==> src/hw/rtl/l3fn_pkg.sv <==
// l3fn_pkg: shared types, constants and byte-sum helpers for the L3 forward/NAT block.
// No dependencies; imported by every l3fn module.
package l3fn_pkg;

    localparam int IN_DATA_W  = 200;
    localparam int OUT_DATA_W = 104;
    localparam int ADDR_W     = 3;
    localparam int SUM_W      = 24;
    localparam int HDR_SUM_W  = 13;

    localparam logic [31:0]      INDEX_MAX = 32'd63;
    localparam logic [SUM_W-1:0] SUM_CAP   = 24'hFF_FFFF;

    // item kinds carried on tuser
    localparam logic FUNC_HEADER  = 1'b0;
    localparam logic FUNC_PAYLOAD = 1'b1;

    // register index, taken from paddr[2]
    localparam logic REG_NIC_ADDRESS   = 1'b0;
    localparam logic REG_PREFIX_LENGTH = 1'b1;

    typedef enum logic [2:0] {
        VERDICT_INVALID     = 3'd0,
        VERDICT_LOCAL_DROP  = 3'd1,
        VERDICT_TTL_EXPIRED = 3'd2,
        VERDICT_LOCAL_L4    = 3'd3,
        VERDICT_TX_QUEUE    = 3'd4,
        VERDICT_RX_QUEUE    = 3'd5
    } verdict_t;

    typedef struct packed {
        logic [31:0] nic_address;
        logic [5:0]  prefix_length;
    } cfg_t;

    // one closed packet, waiting for its verdict
    typedef struct packed {
        logic [31:0]          src;
        logic [31:0]          dst;
        logic [31:0]          ttl;
        logic [31:0]          given;
        logic [HDR_SUM_W-1:0] hdr_sum;
        logic [SUM_W-1:0]     pay_sum;
        logic                 bad;
    } job_t;

    function automatic logic [9:0] byte_sum32(input logic [31:0] v);
        return 10'(v[7:0]) + 10'(v[15:8]) + 10'(v[23:16]) + 10'(v[31:24]);
    endfunction

    function automatic logic [8:0] byte_sum16(input logic [15:0] v);
        return 9'(v[7:0]) + 9'(v[15:8]);
    endfunction

endpackage

==> src/hw/rtl/l3_forward_nat_checksum_top.sv <==
// l3_forward_nat_checksum_top: top level with configuration registers, front,
// job queue and verdict back end. Depends on l3fn_pkg, l3fn_front, l3fn_queue, l3fn_back.
//
// Usage
//   Input stream: one header item (tuser = 0) followed by payload byte items
//   (tuser = 1); tlast closes the packet. A header with tlast has no payload.
//   Each closed packet yields exactly one item on the output stream carrying
//   the verdict, the source address after NAT, the decremented TTL and the
//   adjusted checksum; dropped packets carry zeros in the three word fields.
//   Payload outside a packet is discarded; a header inside a packet abandons it.
//   Configuration: APB, nic_address at 0x0, prefix_length at 0x4; write only
//   while no packet is in flight.
// Timing
//   One item per cycle, sustained while the job queue has room. The front adds
//   up the header bytes in the cycle it takes the header and accumulates one
//   payload byte per cycle. A closing item passes through the queue, the
//   classify stage and the output register on its way to the output.
// Reset and stall
//   Reset clears the packet state, the queue and both pipeline valids, and
//   loads nic_address = 0, prefix_length = 24. While m_tready is low the
//   output and classify stages hold and the queue fills; s_tready drops only
//   once FIFO_DEPTH closed packets wait.
module l3_forward_nat_checksum_top #(
    parameter int FIFO_DEPTH = 4
) (
    input  logic                              clk,
    input  logic                              rst_n,
    // APB configuration port
    input  logic                              psel,
    input  logic                              penable,
    input  logic                              pwrite,
    input  logic [l3fn_pkg::ADDR_W-1:0]       paddr,
    input  logic [31:0]                       pwdata,
    output logic [31:0]                       prdata,
    output logic                              pready,
    // input items
    input  logic                              s_tvalid,
    output logic                              s_tready,
    // source_address, dest_address, hop_limit, given_sum, source_port,
    // dest_port, segment_index, payload_byte
    input  logic [l3fn_pkg::IN_DATA_W-1:0]    s_tdata,
    // func
    input  logic                              s_tuser,
    input  logic                              s_tlast,
    // result items
    output logic                              m_tvalid,
    input  logic                              m_tready,
    // verdict, out_source_address, out_hop_limit, out_sum, zero pad
    output logic [l3fn_pkg::OUT_DATA_W-1:0]   m_tdata
);
    import l3fn_pkg::*;

    logic [31:0] nic_address_reg;
    logic [5:0]  prefix_length_reg;
    logic        cfg_write;
    cfg_t        cfg;

    logic        q_full;
    logic        push;
    job_t        push_job;
    logic        q_valid;
    logic        pop;
    job_t        head_job;

    assign pready    = 1'b1;
    assign cfg_write = psel && penable && pwrite && pready;

    always_ff @(posedge clk or negedge rst_n)
    begin
        if (!rst_n)
        begin
            nic_address_reg   <= 32'd0;
            prefix_length_reg <= 6'd24;
        end
        else if (cfg_write)
        begin
            if (paddr[2] == REG_NIC_ADDRESS)
                nic_address_reg <= pwdata;
            else
                prefix_length_reg <= pwdata[5:0];
        end
    end

    assign prdata = (paddr[2] == REG_PREFIX_LENGTH) ? {26'd0, prefix_length_reg}
                                                    : nic_address_reg;

    assign cfg.nic_address   = nic_address_reg;
    assign cfg.prefix_length = prefix_length_reg;

    l3fn_front u_front (
        .clk      (clk),
        .rst_n    (rst_n),
        .s_tvalid (s_tvalid),
        .s_tready (s_tready),
        .s_tdata  (s_tdata),
        .s_tuser  (s_tuser),
        .s_tlast  (s_tlast),
        .q_full   (q_full),
        .push     (push),
        .push_job (push_job)
    );

    l3fn_queue #(
        .DEPTH (FIFO_DEPTH)
    ) u_queue (
        .clk      (clk),
        .rst_n    (rst_n),
        .push     (push),
        .push_job (push_job),
        .full     (q_full),
        .q_valid  (q_valid),
        .pop      (pop),
        .head_job (head_job)
    );

    l3fn_back u_back (
        .clk      (clk),
        .rst_n    (rst_n),
        .cfg      (cfg),
        .q_valid  (q_valid),
        .head_job (head_job),
        .pop      (pop),
        .m_tvalid (m_tvalid),
        .m_tready (m_tready),
        .m_tdata  (m_tdata)
    );

endmodule

==> src/hw/rtl/l3fn_front.sv <==
// l3fn_front: accepts header and payload items, keeps the running byte sum,
// and pushes a job into the queue when a packet closes. Depends on l3fn_pkg.
module l3fn_front (
    input  logic                             clk,
    input  logic                             rst_n,
    input  logic                             s_tvalid,
    output logic                             s_tready,
    input  logic [l3fn_pkg::IN_DATA_W-1:0]   s_tdata,
    input  logic                             s_tuser,
    input  logic                             s_tlast,
    input  logic                             q_full,
    output logic                             push,
    output l3fn_pkg::job_t                   push_job
);
    import l3fn_pkg::*;

    logic [31:0] src;
    logic [31:0] dst;
    logic [31:0] ttl;
    logic [31:0] given;
    logic [15:0] sport;
    logic [15:0] dport;
    logic [31:0] idx;
    logic [7:0]  pbyte;

    logic                 accept;
    logic                 is_hdr;
    logic                 is_pay;
    logic [HDR_SUM_W-1:0] hdr_sum;
    logic [SUM_W:0]       pay_add;

    logic                 in_packet_reg, in_packet_next;
    logic                 bad_reg;
    logic [HDR_SUM_W-1:0] hdr_sum_reg;
    logic [SUM_W-1:0]     pay_sum_reg, pay_sum_next;
    logic [31:0]          src_reg, dst_reg, ttl_reg, given_reg;

    assign src   = s_tdata[31:0];
    assign dst   = s_tdata[63:32];
    assign ttl   = s_tdata[95:64];
    assign given = s_tdata[127:96];
    assign sport = s_tdata[143:128];
    assign dport = s_tdata[159:144];
    assign idx   = s_tdata[191:160];
    assign pbyte = s_tdata[199:192];

    assign s_tready = !q_full;
    assign accept   = s_tvalid && s_tready;
    assign is_hdr   = accept && (s_tuser == FUNC_HEADER);
    // payload outside a packet is dropped silently
    assign is_pay   = accept && (s_tuser == FUNC_PAYLOAD) && in_packet_reg;

    // header sum is at most 20 * 255, so it never reaches the cap
    assign hdr_sum = 13'(byte_sum32(src)) + 13'(byte_sum32(dst)) + 13'(byte_sum32(ttl))
                   + 13'(byte_sum16(sport)) + 13'(byte_sum16(dport)) + 13'(byte_sum32(idx));

    assign pay_add      = {1'b0, pay_sum_reg} + (SUM_W+1)'(pbyte);
    assign pay_sum_next = pay_add[SUM_W] ? SUM_CAP : pay_add[SUM_W-1:0];

    always_comb
    begin
        in_packet_next = in_packet_reg;
        if (is_hdr)
            in_packet_next = !s_tlast;
        else if (is_pay && s_tlast)
            in_packet_next = 1'b0;
    end

    assign push = (is_hdr || is_pay) && s_tlast;

    always_comb
    begin
        if (is_hdr)
        begin
            push_job.src     = src;
            push_job.dst     = dst;
            push_job.ttl     = ttl;
            push_job.given   = given;
            push_job.hdr_sum = hdr_sum;
            push_job.pay_sum = '0;
            push_job.bad     = (ttl == 32'd0) || (idx > INDEX_MAX);
        end
        else
        begin
            push_job.src     = src_reg;
            push_job.dst     = dst_reg;
            push_job.ttl     = ttl_reg;
            push_job.given   = given_reg;
            push_job.hdr_sum = hdr_sum_reg;
            push_job.pay_sum = pay_sum_next;
            push_job.bad     = bad_reg;
        end
    end

    always_ff @(posedge clk or negedge rst_n)
    begin
        if (!rst_n)
        begin
            in_packet_reg <= 1'b0;
            bad_reg       <= 1'b0;
            hdr_sum_reg   <= '0;
            pay_sum_reg   <= '0;
        end
        else
        begin
            in_packet_reg <= in_packet_next;
            if (is_hdr)
            begin
                bad_reg     <= (ttl == 32'd0) || (idx > INDEX_MAX);
                hdr_sum_reg <= hdr_sum;
                pay_sum_reg <= '0;
            end
            else if (is_pay)
            begin
                pay_sum_reg <= pay_sum_next;
            end
        end
    end

    // held header fields, no reset
    always_ff @(posedge clk)
    begin
        if (is_hdr)
        begin
            src_reg   <= src;
            dst_reg   <= dst;
            ttl_reg   <= ttl;
            given_reg <= given;
        end
    end

    a_hdr_opens: assert property (@(posedge clk) disable iff (!rst_n)
        (accept && (s_tuser == FUNC_HEADER) && !s_tlast) |=> in_packet_reg)
        else $error("header without last did not open a packet");

endmodule

==> src/hw/rtl/l3fn_queue.sv <==
// l3fn_queue: short job queue between front and back.
// Depends on l3fn_pkg for job_t.
module l3fn_queue #(
    parameter int DEPTH = 4
) (
    input  logic           clk,
    input  logic           rst_n,
    input  logic           push,
    input  l3fn_pkg::job_t push_job,
    output logic           full,
    output logic           q_valid,
    input  logic           pop,
    output l3fn_pkg::job_t head_job
);
    import l3fn_pkg::*;

    localparam int AW = (DEPTH > 1) ? $clog2(DEPTH) : 1;
    localparam int CW = $clog2(DEPTH + 1);
    localparam logic [AW-1:0] LAST_PTR = AW'(DEPTH - 1);

    job_t          mem [DEPTH];
    logic [AW-1:0] wr_ptr_reg, wr_ptr_next;
    logic [AW-1:0] rd_ptr_reg, rd_ptr_next;
    logic [CW-1:0] count_reg, count_next;

    assign full     = (count_reg == CW'(DEPTH));
    assign q_valid  = (count_reg != '0);
    assign head_job = mem[rd_ptr_reg];

    always_comb
    begin
        wr_ptr_next = wr_ptr_reg;
        rd_ptr_next = rd_ptr_reg;
        count_next  = count_reg;
        if (push)
            wr_ptr_next = (wr_ptr_reg == LAST_PTR) ? '0 : wr_ptr_reg + 1'b1;
        if (pop)
            rd_ptr_next = (rd_ptr_reg == LAST_PTR) ? '0 : rd_ptr_reg + 1'b1;
        if (push && !pop)
            count_next = count_reg + 1'b1;
        else if (pop && !push)
            count_next = count_reg - 1'b1;
    end

    always_ff @(posedge clk or negedge rst_n)
    begin
        if (!rst_n)
        begin
            wr_ptr_reg <= '0;
            rd_ptr_reg <= '0;
            count_reg  <= '0;
        end
        else
        begin
            wr_ptr_reg <= wr_ptr_next;
            rd_ptr_reg <= rd_ptr_next;
            count_reg  <= count_next;
        end
    end

    always_ff @(posedge clk)
    begin
        if (push)
            mem[wr_ptr_reg] <= push_job;
    end

    a_no_overflow: assert property (@(posedge clk) disable iff (!rst_n)
        !(push && full))
        else $error("job pushed into a full queue");

    a_no_underflow: assert property (@(posedge clk) disable iff (!rst_n)
        pop |-> q_valid)
        else $error("job popped from an empty queue");

endmodule

==> src/hw/rtl/l3fn_back.sv <==
// l3fn_back: two-stage verdict pipeline; stage one classifies and works out the
// checksum delta, stage two adds it and holds the result. Depends on l3fn_pkg.
module l3fn_back (
    input  logic                            clk,
    input  logic                            rst_n,
    input  l3fn_pkg::cfg_t                  cfg,
    input  logic                            q_valid,
    input  l3fn_pkg::job_t                  head_job,
    output logic                            pop,
    output logic                            m_tvalid,
    input  logic                            m_tready,
    output logic [l3fn_pkg::OUT_DATA_W-1:0] m_tdata
);
    import l3fn_pkg::*;

    logic [SUM_W:0]   total;
    logic [SUM_W-1:0] total_sat;
    logic             sum_ok;
    logic [31:0]      mask;
    logic             sl, dl;
    logic [31:0]      ttl_m1;
    logic [31:0]      delta;
    verdict_t         verdict;
    logic [31:0]      v_src, v_ttl, v_given, v_delta;

    logic             out_take, s1_take;

    logic             s1_valid_reg;
    verdict_t         s1_verdict_reg;
    logic [31:0]      s1_src_reg, s1_ttl_reg, s1_given_reg, s1_delta_reg;

    logic             out_valid_reg;
    verdict_t         out_verdict_reg;
    logic [31:0]      out_src_reg, out_ttl_reg, out_sum_reg;

    // saturated running sum of the packet
    assign total     = (SUM_W+1)'(head_job.hdr_sum) + {1'b0, head_job.pay_sum};
    assign total_sat = total[SUM_W] ? SUM_CAP : total[SUM_W-1:0];
    assign sum_ok    = ({8'd0, total_sat} == head_job.given) && !head_job.bad;

    // prefix of 32 or more is an exact match, 0 matches everything
    assign mask = (cfg.prefix_length >= 6'd32) ? 32'hFFFF_FFFF
                                               : ~(32'hFFFF_FFFF >> cfg.prefix_length[4:0]);
    assign sl   = ((head_job.src & mask) == (cfg.nic_address & mask));
    assign dl   = ((head_job.dst & mask) == (cfg.nic_address & mask));

    assign ttl_m1 = head_job.ttl - 32'd1;

    always_comb
    begin
        delta = 32'(byte_sum32(ttl_m1)) - 32'(byte_sum32(head_job.ttl));
        if (sl)
            delta = delta + 32'(byte_sum32(cfg.nic_address))
                          - 32'(byte_sum32(head_job.src));
    end

    always_comb
    begin
        verdict = VERDICT_INVALID;
        v_src   = '0;
        v_ttl   = '0;
        v_given = '0;
        v_delta = '0;
        if (!sum_ok)
            verdict = VERDICT_INVALID;
        else if (head_job.dst == cfg.nic_address)
        begin
            verdict = VERDICT_LOCAL_L4;
            v_src   = head_job.src;
            v_ttl   = head_job.ttl;
            v_given = head_job.given;
        end
        else if (sl && dl)
            verdict = VERDICT_LOCAL_DROP;
        else if (head_job.ttl <= 32'd1)
            verdict = VERDICT_TTL_EXPIRED;
        else
        begin
            verdict = dl ? VERDICT_RX_QUEUE : VERDICT_TX_QUEUE;
            v_src   = sl ? cfg.nic_address : head_job.src;
            v_ttl   = ttl_m1;
            v_given = head_job.given;
            v_delta = delta;
        end
    end

    assign out_take = !out_valid_reg || m_tready;
    assign s1_take  = !s1_valid_reg || out_take;
    assign pop      = q_valid && s1_take;

    always_ff @(posedge clk or negedge rst_n)
    begin
        if (!rst_n)
        begin
            s1_valid_reg  <= 1'b0;
            out_valid_reg <= 1'b0;
        end
        else
        begin
            if (s1_take)
                s1_valid_reg <= q_valid;
            if (out_take)
                out_valid_reg <= s1_valid_reg;
        end
    end

    always_ff @(posedge clk)
    begin
        if (pop)
        begin
            s1_verdict_reg <= verdict;
            s1_src_reg     <= v_src;
            s1_ttl_reg     <= v_ttl;
            s1_given_reg   <= v_given;
            s1_delta_reg   <= v_delta;
        end
        if (out_take && s1_valid_reg)
        begin
            out_verdict_reg <= s1_verdict_reg;
            out_src_reg     <= s1_src_reg;
            out_ttl_reg     <= s1_ttl_reg;
            out_sum_reg     <= s1_given_reg + s1_delta_reg;
        end
    end

    assign m_tvalid = out_valid_reg;
    assign m_tdata  = {5'd0, out_sum_reg, out_ttl_reg, out_src_reg, out_verdict_reg};

    a_drop_zero: assert property (@(posedge clk) disable iff (!rst_n)
        (out_valid_reg && (out_verdict_reg == VERDICT_INVALID ||
                           out_verdict_reg == VERDICT_LOCAL_DROP ||
                           out_verdict_reg == VERDICT_TTL_EXPIRED))
        |-> (out_src_reg == '0 && out_ttl_reg == '0 && out_sum_reg == '0))
        else $error("dropped packet carries non-zero fields");

    a_stage_holds: assert property (@(posedge clk) disable iff (!rst_n)
        (s1_valid_reg && !out_take)
        |=> (s1_valid_reg && $stable(s1_given_reg) && $stable(s1_delta_reg)))
        else $error("stage one lost its job under stall");

endmodule

==> config.mk <==
export PLATFORM = sky130hd
export DESIGN_NAME = l3_forward_nat_checksum_top
export DESIGN_NICKNAME = d
export VERILOG_FILES = /design/src/hw/rtl/l3fn_pkg.sv /design/src/hw/rtl/l3_forward_nat_checksum_top.sv /design/src/hw/rtl/l3fn_front.sv /design/src/hw/rtl/l3fn_queue.sv /design/src/hw/rtl/l3fn_back.sv
export SDC_FILE = /design/constraint.sdc
export NUM_CORES = 2
export LEC_CHECK = 0
export BUFFER_PORTS_ARGS = -buffer_cell sky130_fd_sc_hd__buf_2
export CORE_MARGIN = 2
export CORE_UTILIZATION = 55
export DETAILED_ROUTE_END_ITERATION = 10
export PLACE_DENSITY = 0.78
export SLEW_MARGIN = 5
export SYNTH_ARGS = -nofsm -noshare
export SYNTH_HDL_FRONTEND = slang
export SYNTH_HIERARCHICAL = 1
export SYNTH_SLANG_ARGS = --single-unit
export TNS_END_PERCENT = 5
==> constraint.sdc <==
create_clock -name clk -period 11.05 [get_ports clk]
set_clock_uncertainty 0.2 [all_clocks]
set_input_delay 0.5525 -clock clk [delete_from_list [all_inputs] [get_ports clk]]
set_output_delay 0.5525 -clock clk [all_outputs]
set_load 0.02 [all_outputs]
---- Yosys cells after proc, flatten, opt, wreduce, memory -nomap -nowiden ----
Memories as Yosys holds them, arrays and structs flattened.
Index checks and enable logic that the tools add are counted.
operators by class
  bitwise logic cells ..................... 7
  shift operators ......................... 1
  muxes and demuxes ....................... 30
  add/sub/neg operators ................... 42
  order comparisons ....................... 3
  equal/unequal tests ..................... 7
  reductions and logical operators ........ 33
operator list
  kind                   count
  $mux 32                13
  $mux 166               1
  $add 10x8->10          16
  $and 32x32->32         3
  $eq 32x32->1           3
  $mux 24                4
  $add 8x8->9            10
  $add 32x10->32         1
  $add 32x32->32         1
  $eq 24x32->1           1
  $gt 32x6->1 const B    1
  $le 32x1->1 const B    1
  $logic_not 32->1       1
  $not 32->32            1
  $shr 32x5->32 const A  1
  $sub 32x1->32 const B  1
  $sub 32x10->32         1
  $add 13x10->13         2
  $add 13x9->13          2
  $add 13x24->25         1
  $add 24x8->25          1
  $logic_and 1x1->1      14
  $add 10x10->11         1
  $sub 10x10->11         1
  other kinds (16)       41
storage, ports and cells
  bits in writable memories ............... 664
  memories ................................ 1
  register bits after elaboration ......... 444
  output and inout bits ................... 139
  bits of input ports ..................... 244
  word-level logic and storage cells ...... 149
memories
  name         depth  width  read ports  clocked after memory_dff  wr ports  line              source
  u_queue.mem  4      166    1           0                         1         l3fn_queue.sv:21  job_t mem [DEPTH];

---- Depth between registers and ports, before layout ----
  depth after elaboration ................. 11
  gate-level depth with buffers ........... 38
  mapped depth without buffers ............ 34

---- Modules after synthesis ----
Netlist, hierarchy kept.
by module, submodules not included
  module                       area an instance (um^2)  seq. area each (um^2)  instances  cells each
  l3fn_queue                   24,369.6                 20,114.3               1          905
  l3fn_back                    16,439.5                 6,386.1                1          1,591
  l3fn_front                   12,220.5                 4,819.6                1          1,237
  l3_forward_nat_checksum_top  1,823.0                  953.4                  1          119

---- Worst setup path before layout ----
OpenSTA, ideal clock, no wires.
  kind .................................... reg2reg
  from .................................... register u_back.out_valid_reg (netlist: u_back/m_tvalid)
  to ...................................... register u_queue.count_reg[1]
  slack ................................... 0.311 ns
  arrival ................................. 10.414 ns
  path buffers ............................ 0
  cell stages (with the launch flop) ...... 8
  library setup time ...................... 0.125 ns
  period minus slack after synthesis ...... 10.739 ns
  path through ............................ dfrtp_1 nor2b_1 a21boi_0 inv_1 ha_1 inv_1 fa_1 mux2_2
on the way
  cells in the longest elaborated chain, start to end .. 7
  elaborated cells between the ends (all ways) .. 9
  classes of those cells .................. mux: 1; reduce/logical: 8
ends and longest elaborated chain
  element                    line                               source
  from (decl)                l3fn_back.sv:32                    logic out_valid_reg;
  from (signal assigned)     l3fn_back.sv:103                   out_valid_reg <= s1_valid_reg;
  $logic_not 1->1            l3fn_back.sv:87                    assign out_take = !out_valid_reg || m_tready;
  $logic_or 1x1->1           l3fn_back.sv:87
  $logic_or 1x1->1           l3fn_back.sv:88                    assign s1_take = !s1_valid_reg || out_take;
  $logic_and 1x1->1          l3fn_back.sv:89                    assign pop = q_valid && s1_take;
  via pop                    l3_forward_nat_checksum_top.sv:62  logic pop;
  $logic_not 1->1            l3fn_queue.sv:39                   if (push && !pop)
  $logic_and 1x1->1          l3fn_queue.sv:39
  $mux 3                     l3fn_queue.sv:39
  via u_queue.count_next[1]  l3fn_queue.sv:24                   logic [CW-1:0] count_reg, count_next;
  to (signal assigned)       l3fn_queue.sv:57                   count_reg <= count_next;
  to (decl)                  l3fn_queue.sv:24
The timed path passes the listed nets, and every way through them passes these cells.
A chain may end at the register's enable or synchronous reset.

==> summary.md <==
| Metric | Value |
|---|---|
| Share of layout cells above drive strength 1 | 19.0% |
| Final net count | 4,978 |
| Port bufs | 374 |
| Post-CTS setup buffer count | 0 |
| Tightest Pin Transition | 1.28 ns |
| Most frequent CP cell | inv_1 |
| Fill cells | 6,884 |
| Sink Count | 1,089 |
| Layout area overhead | 14.7% |
| Fin. Hold Viols | 0 |
| Gr ovfl total | 0 |
| Most frequent cells in the layout | 1,003 x edfxtp_1, 464 x nand2_1, 373 x buf_2 |
| Synth warnings | 6 |
| Final WL | 146,000 µm |
| Longest Clk Path Bufs | 3 |
| Number of global-route vias before repair | 34,800 |
| CP Max Fanout | 30 |
| CP required | 11.24 ns |
| HP Class | in -> reg |
| First-pass DRT Iterations | 6 |
| Uppermost layer routed | met5 |
| CP Class | reg -> reg |
| CTS root buffer | clkbuf_16 |
| Slowest stage cell, crit path | dfrtp_4 |
| Biggest register | u_queue/mem |
| Die H | 320 µm |
| RSZ-0062 raised after global routing | no |
| Max_cap viols | 0 |
| Post-route ant nets | 0 |
| Netlist cell types | 101 |
| Register-to-Register Setup Slack | 1.98 ns |
| Pin count of the biggest net entering global routing | 124 |
| Drt via density | 6.06 |
| CP Buf/Inv Count | 6 |
| Starting Density | 55.7% |
| Crit start category | flop |
| Fmax | 0.110 GHz |
| IO Count | 383 |
| Met3 wire length | 13,800 µm |
| Tmin final | 9.07 ns |
| Worst Setup End Kind | flop |
| Core area | 98,600 µm² |
| Most common cell after layout, fill and taps aside | edfxtp_1 |
| Async SR Flop Fraction | 7.90% |
| Max reg flops | 664 |
| TritonCTS buffer count | 105 |
| Num rows | 115 |
| Status | finished clean |
| Post-synth EDFFs | 1,003 |
| Worst path arrival time | 9.26 ns |
| Global-route wire length before repair | 216,000 µm |
| Mapped cell area | 54,900 µm² |
| CP top delay family | adder cells |
| CTS hold repair buffers | 150 |
| Die X | 320 µm |
| Gpl congestion | 0.951 |
| Main synth FF type | edfxtp_1 |
| Reg clk slew, reported paths | 0.06 ns |
| Yosys reg bits | 1,089 |
| Met1 wire length | 58,100 µm |
| Die ar. | 102,000 µm² |
| H-tree depth | 3 |
| Vias post-DR | 35,000 |
| Post-cts resize count | 0 |
| Final Setup Violations | 0 |
| Slowest stage delay, CP | 0.83 ns |
| Relative slew slack | 14.6% |
| Total global-route track usage | 28.3% |
| Pins Over Slew Limit | 0 |
| Initial antenna violation count | 22 |
| Iter 0 DRT Violations | 4,378 |
| Syn Inst Count | 3,852 |
| Routed len/inst | 25.3 µm |
| Setup_tns | 0 ns |
| Drt drc | 0 |
| Clk Latency, worst-skew pair | 0.69 ns |
| Sequential area share after synthesis | 58.8% |
| Met2 routed WL | 68,900 µm |
| HPWL Detailed | 99,100 µm |
| Period Utilization, post-route | 82.1% |
| Syn Area/Cell | 14.2 µm² |
| CTS tree | done |
-- worst register-to-register path: cells and delay by family, from the launching register on --
kind            cells  cell delay, ns
fa+ha+maj           7            2.70
compound gates      7            1.11
flops               1            0.83
mux                 2            0.82
xor+xnor            2            0.41
buf+inv             6            0.34
simple gates        9            2.39
-- metrics by stage --
stage | instance area (µm²) | setup slack (ns) | hold WS (ns) | cells | utilization [%]
floorplan | 54900 | 0.311 | 0.0569 | 3864 | -
global placement | 57900 | 2.17 | 0.202 | 5407 | 58.7
detailed placement | 57900 | 2.09 | 0.205 | 5407 | 58.7
CTS | 62900 | 2.04 | 0.00368 | 5753 | 63.8
global route | 62900 | 1.41 | 0.0276 | 5766 | 63.9
finish | 62900 | 1.98 | 0.0554 | 5766 | 63.9
-- kinds of logic after synthesis --
family / count (synthesis) / synth area share, %
buffers and inverters: 469 / 3.70
AOI/OAI and AO/OA: 539 / 6.62
adders and majority gates: 360 / 11.2
and+or+nand+nor: 965 / 8.18
muxes: 235 / 8.41
other: 2 / 0.0137
xor gates and xnor gates: 193 / 3.08
DFF: 1089 / 58.8
-- worst paths after layout --
kind,start,end,cells after the start
setup / recovery,u_queue/rd_ptr_reg[0],u_back/s1_delta_reg[10],33
hold / removal,s_tdata[85],u_front/ttl_reg[21],1
setup reg to reg,u_queue/rd_ptr_reg[0],u_back/s1_delta_reg[10],33
hold reg to reg,u_back/s1_src_reg[13],u_back/out_src_reg[13],0
max in group asynchronous,rst_n,u_front/pay_sum_reg[1],3
min in group asynchronous,rst_n,nic_address_reg[10],2
-- layer usage --
layer  vias up  track usage, %
met5         -               0
met3       286            4.53
met1     17500            40.5
met4         6            10.2
li1      15200               -
met2      1999            44.5
-- cell usage after synthesis, types with 24 or more instances --
library cell  count  area share, %
a21o_1           46           0.63
a21oi_1         160            1.5
a22oi_1          42           0.57
buf_2            39           0.36
buf_6            24           0.49
clkbuf_1         72           0.49
dfrtp_1          84            3.8
edfxtp_1       1003             55
fa_1            216            7.9
ha_1            141            3.2
inv_1           319            2.2
mux2_2           29           0.60
mux2_4           30           0.82
mux4_2          166            6.8
nand2_1         464            3.2
nand3_1          39           0.36
nand4_1          28           0.32
nor2_1          165            1.1
nor2b_1          43           0.49
nor3_1           59           0.54
nor3b_1          30           0.41
nor4_1           29           0.33
o21ai_0          80           0.73
xnor2_1         128            2.0
xor2_1           65            1.0
-- area by class of cell --
cell class | instances | area (µm²) | area share, %
clock buffer | 143 | 2880 | 4.58
inverter | 319 | 1200 | 1.91
sequential | 1089 | 32300 | 51.3
timing repair buffer | 556 | 3630 | 5.77
antenna | 13 | 32.5 | 0.0517
multi-input combinational | 2306 | 20600 | 32.8
clock inverter | 53 | 661 | 1.05
tap | 1287 | 1610 | 2.56
Power is not shown: default switching activity piles up to over one toggle a cycle in this logic, so the estimate is an artifact.
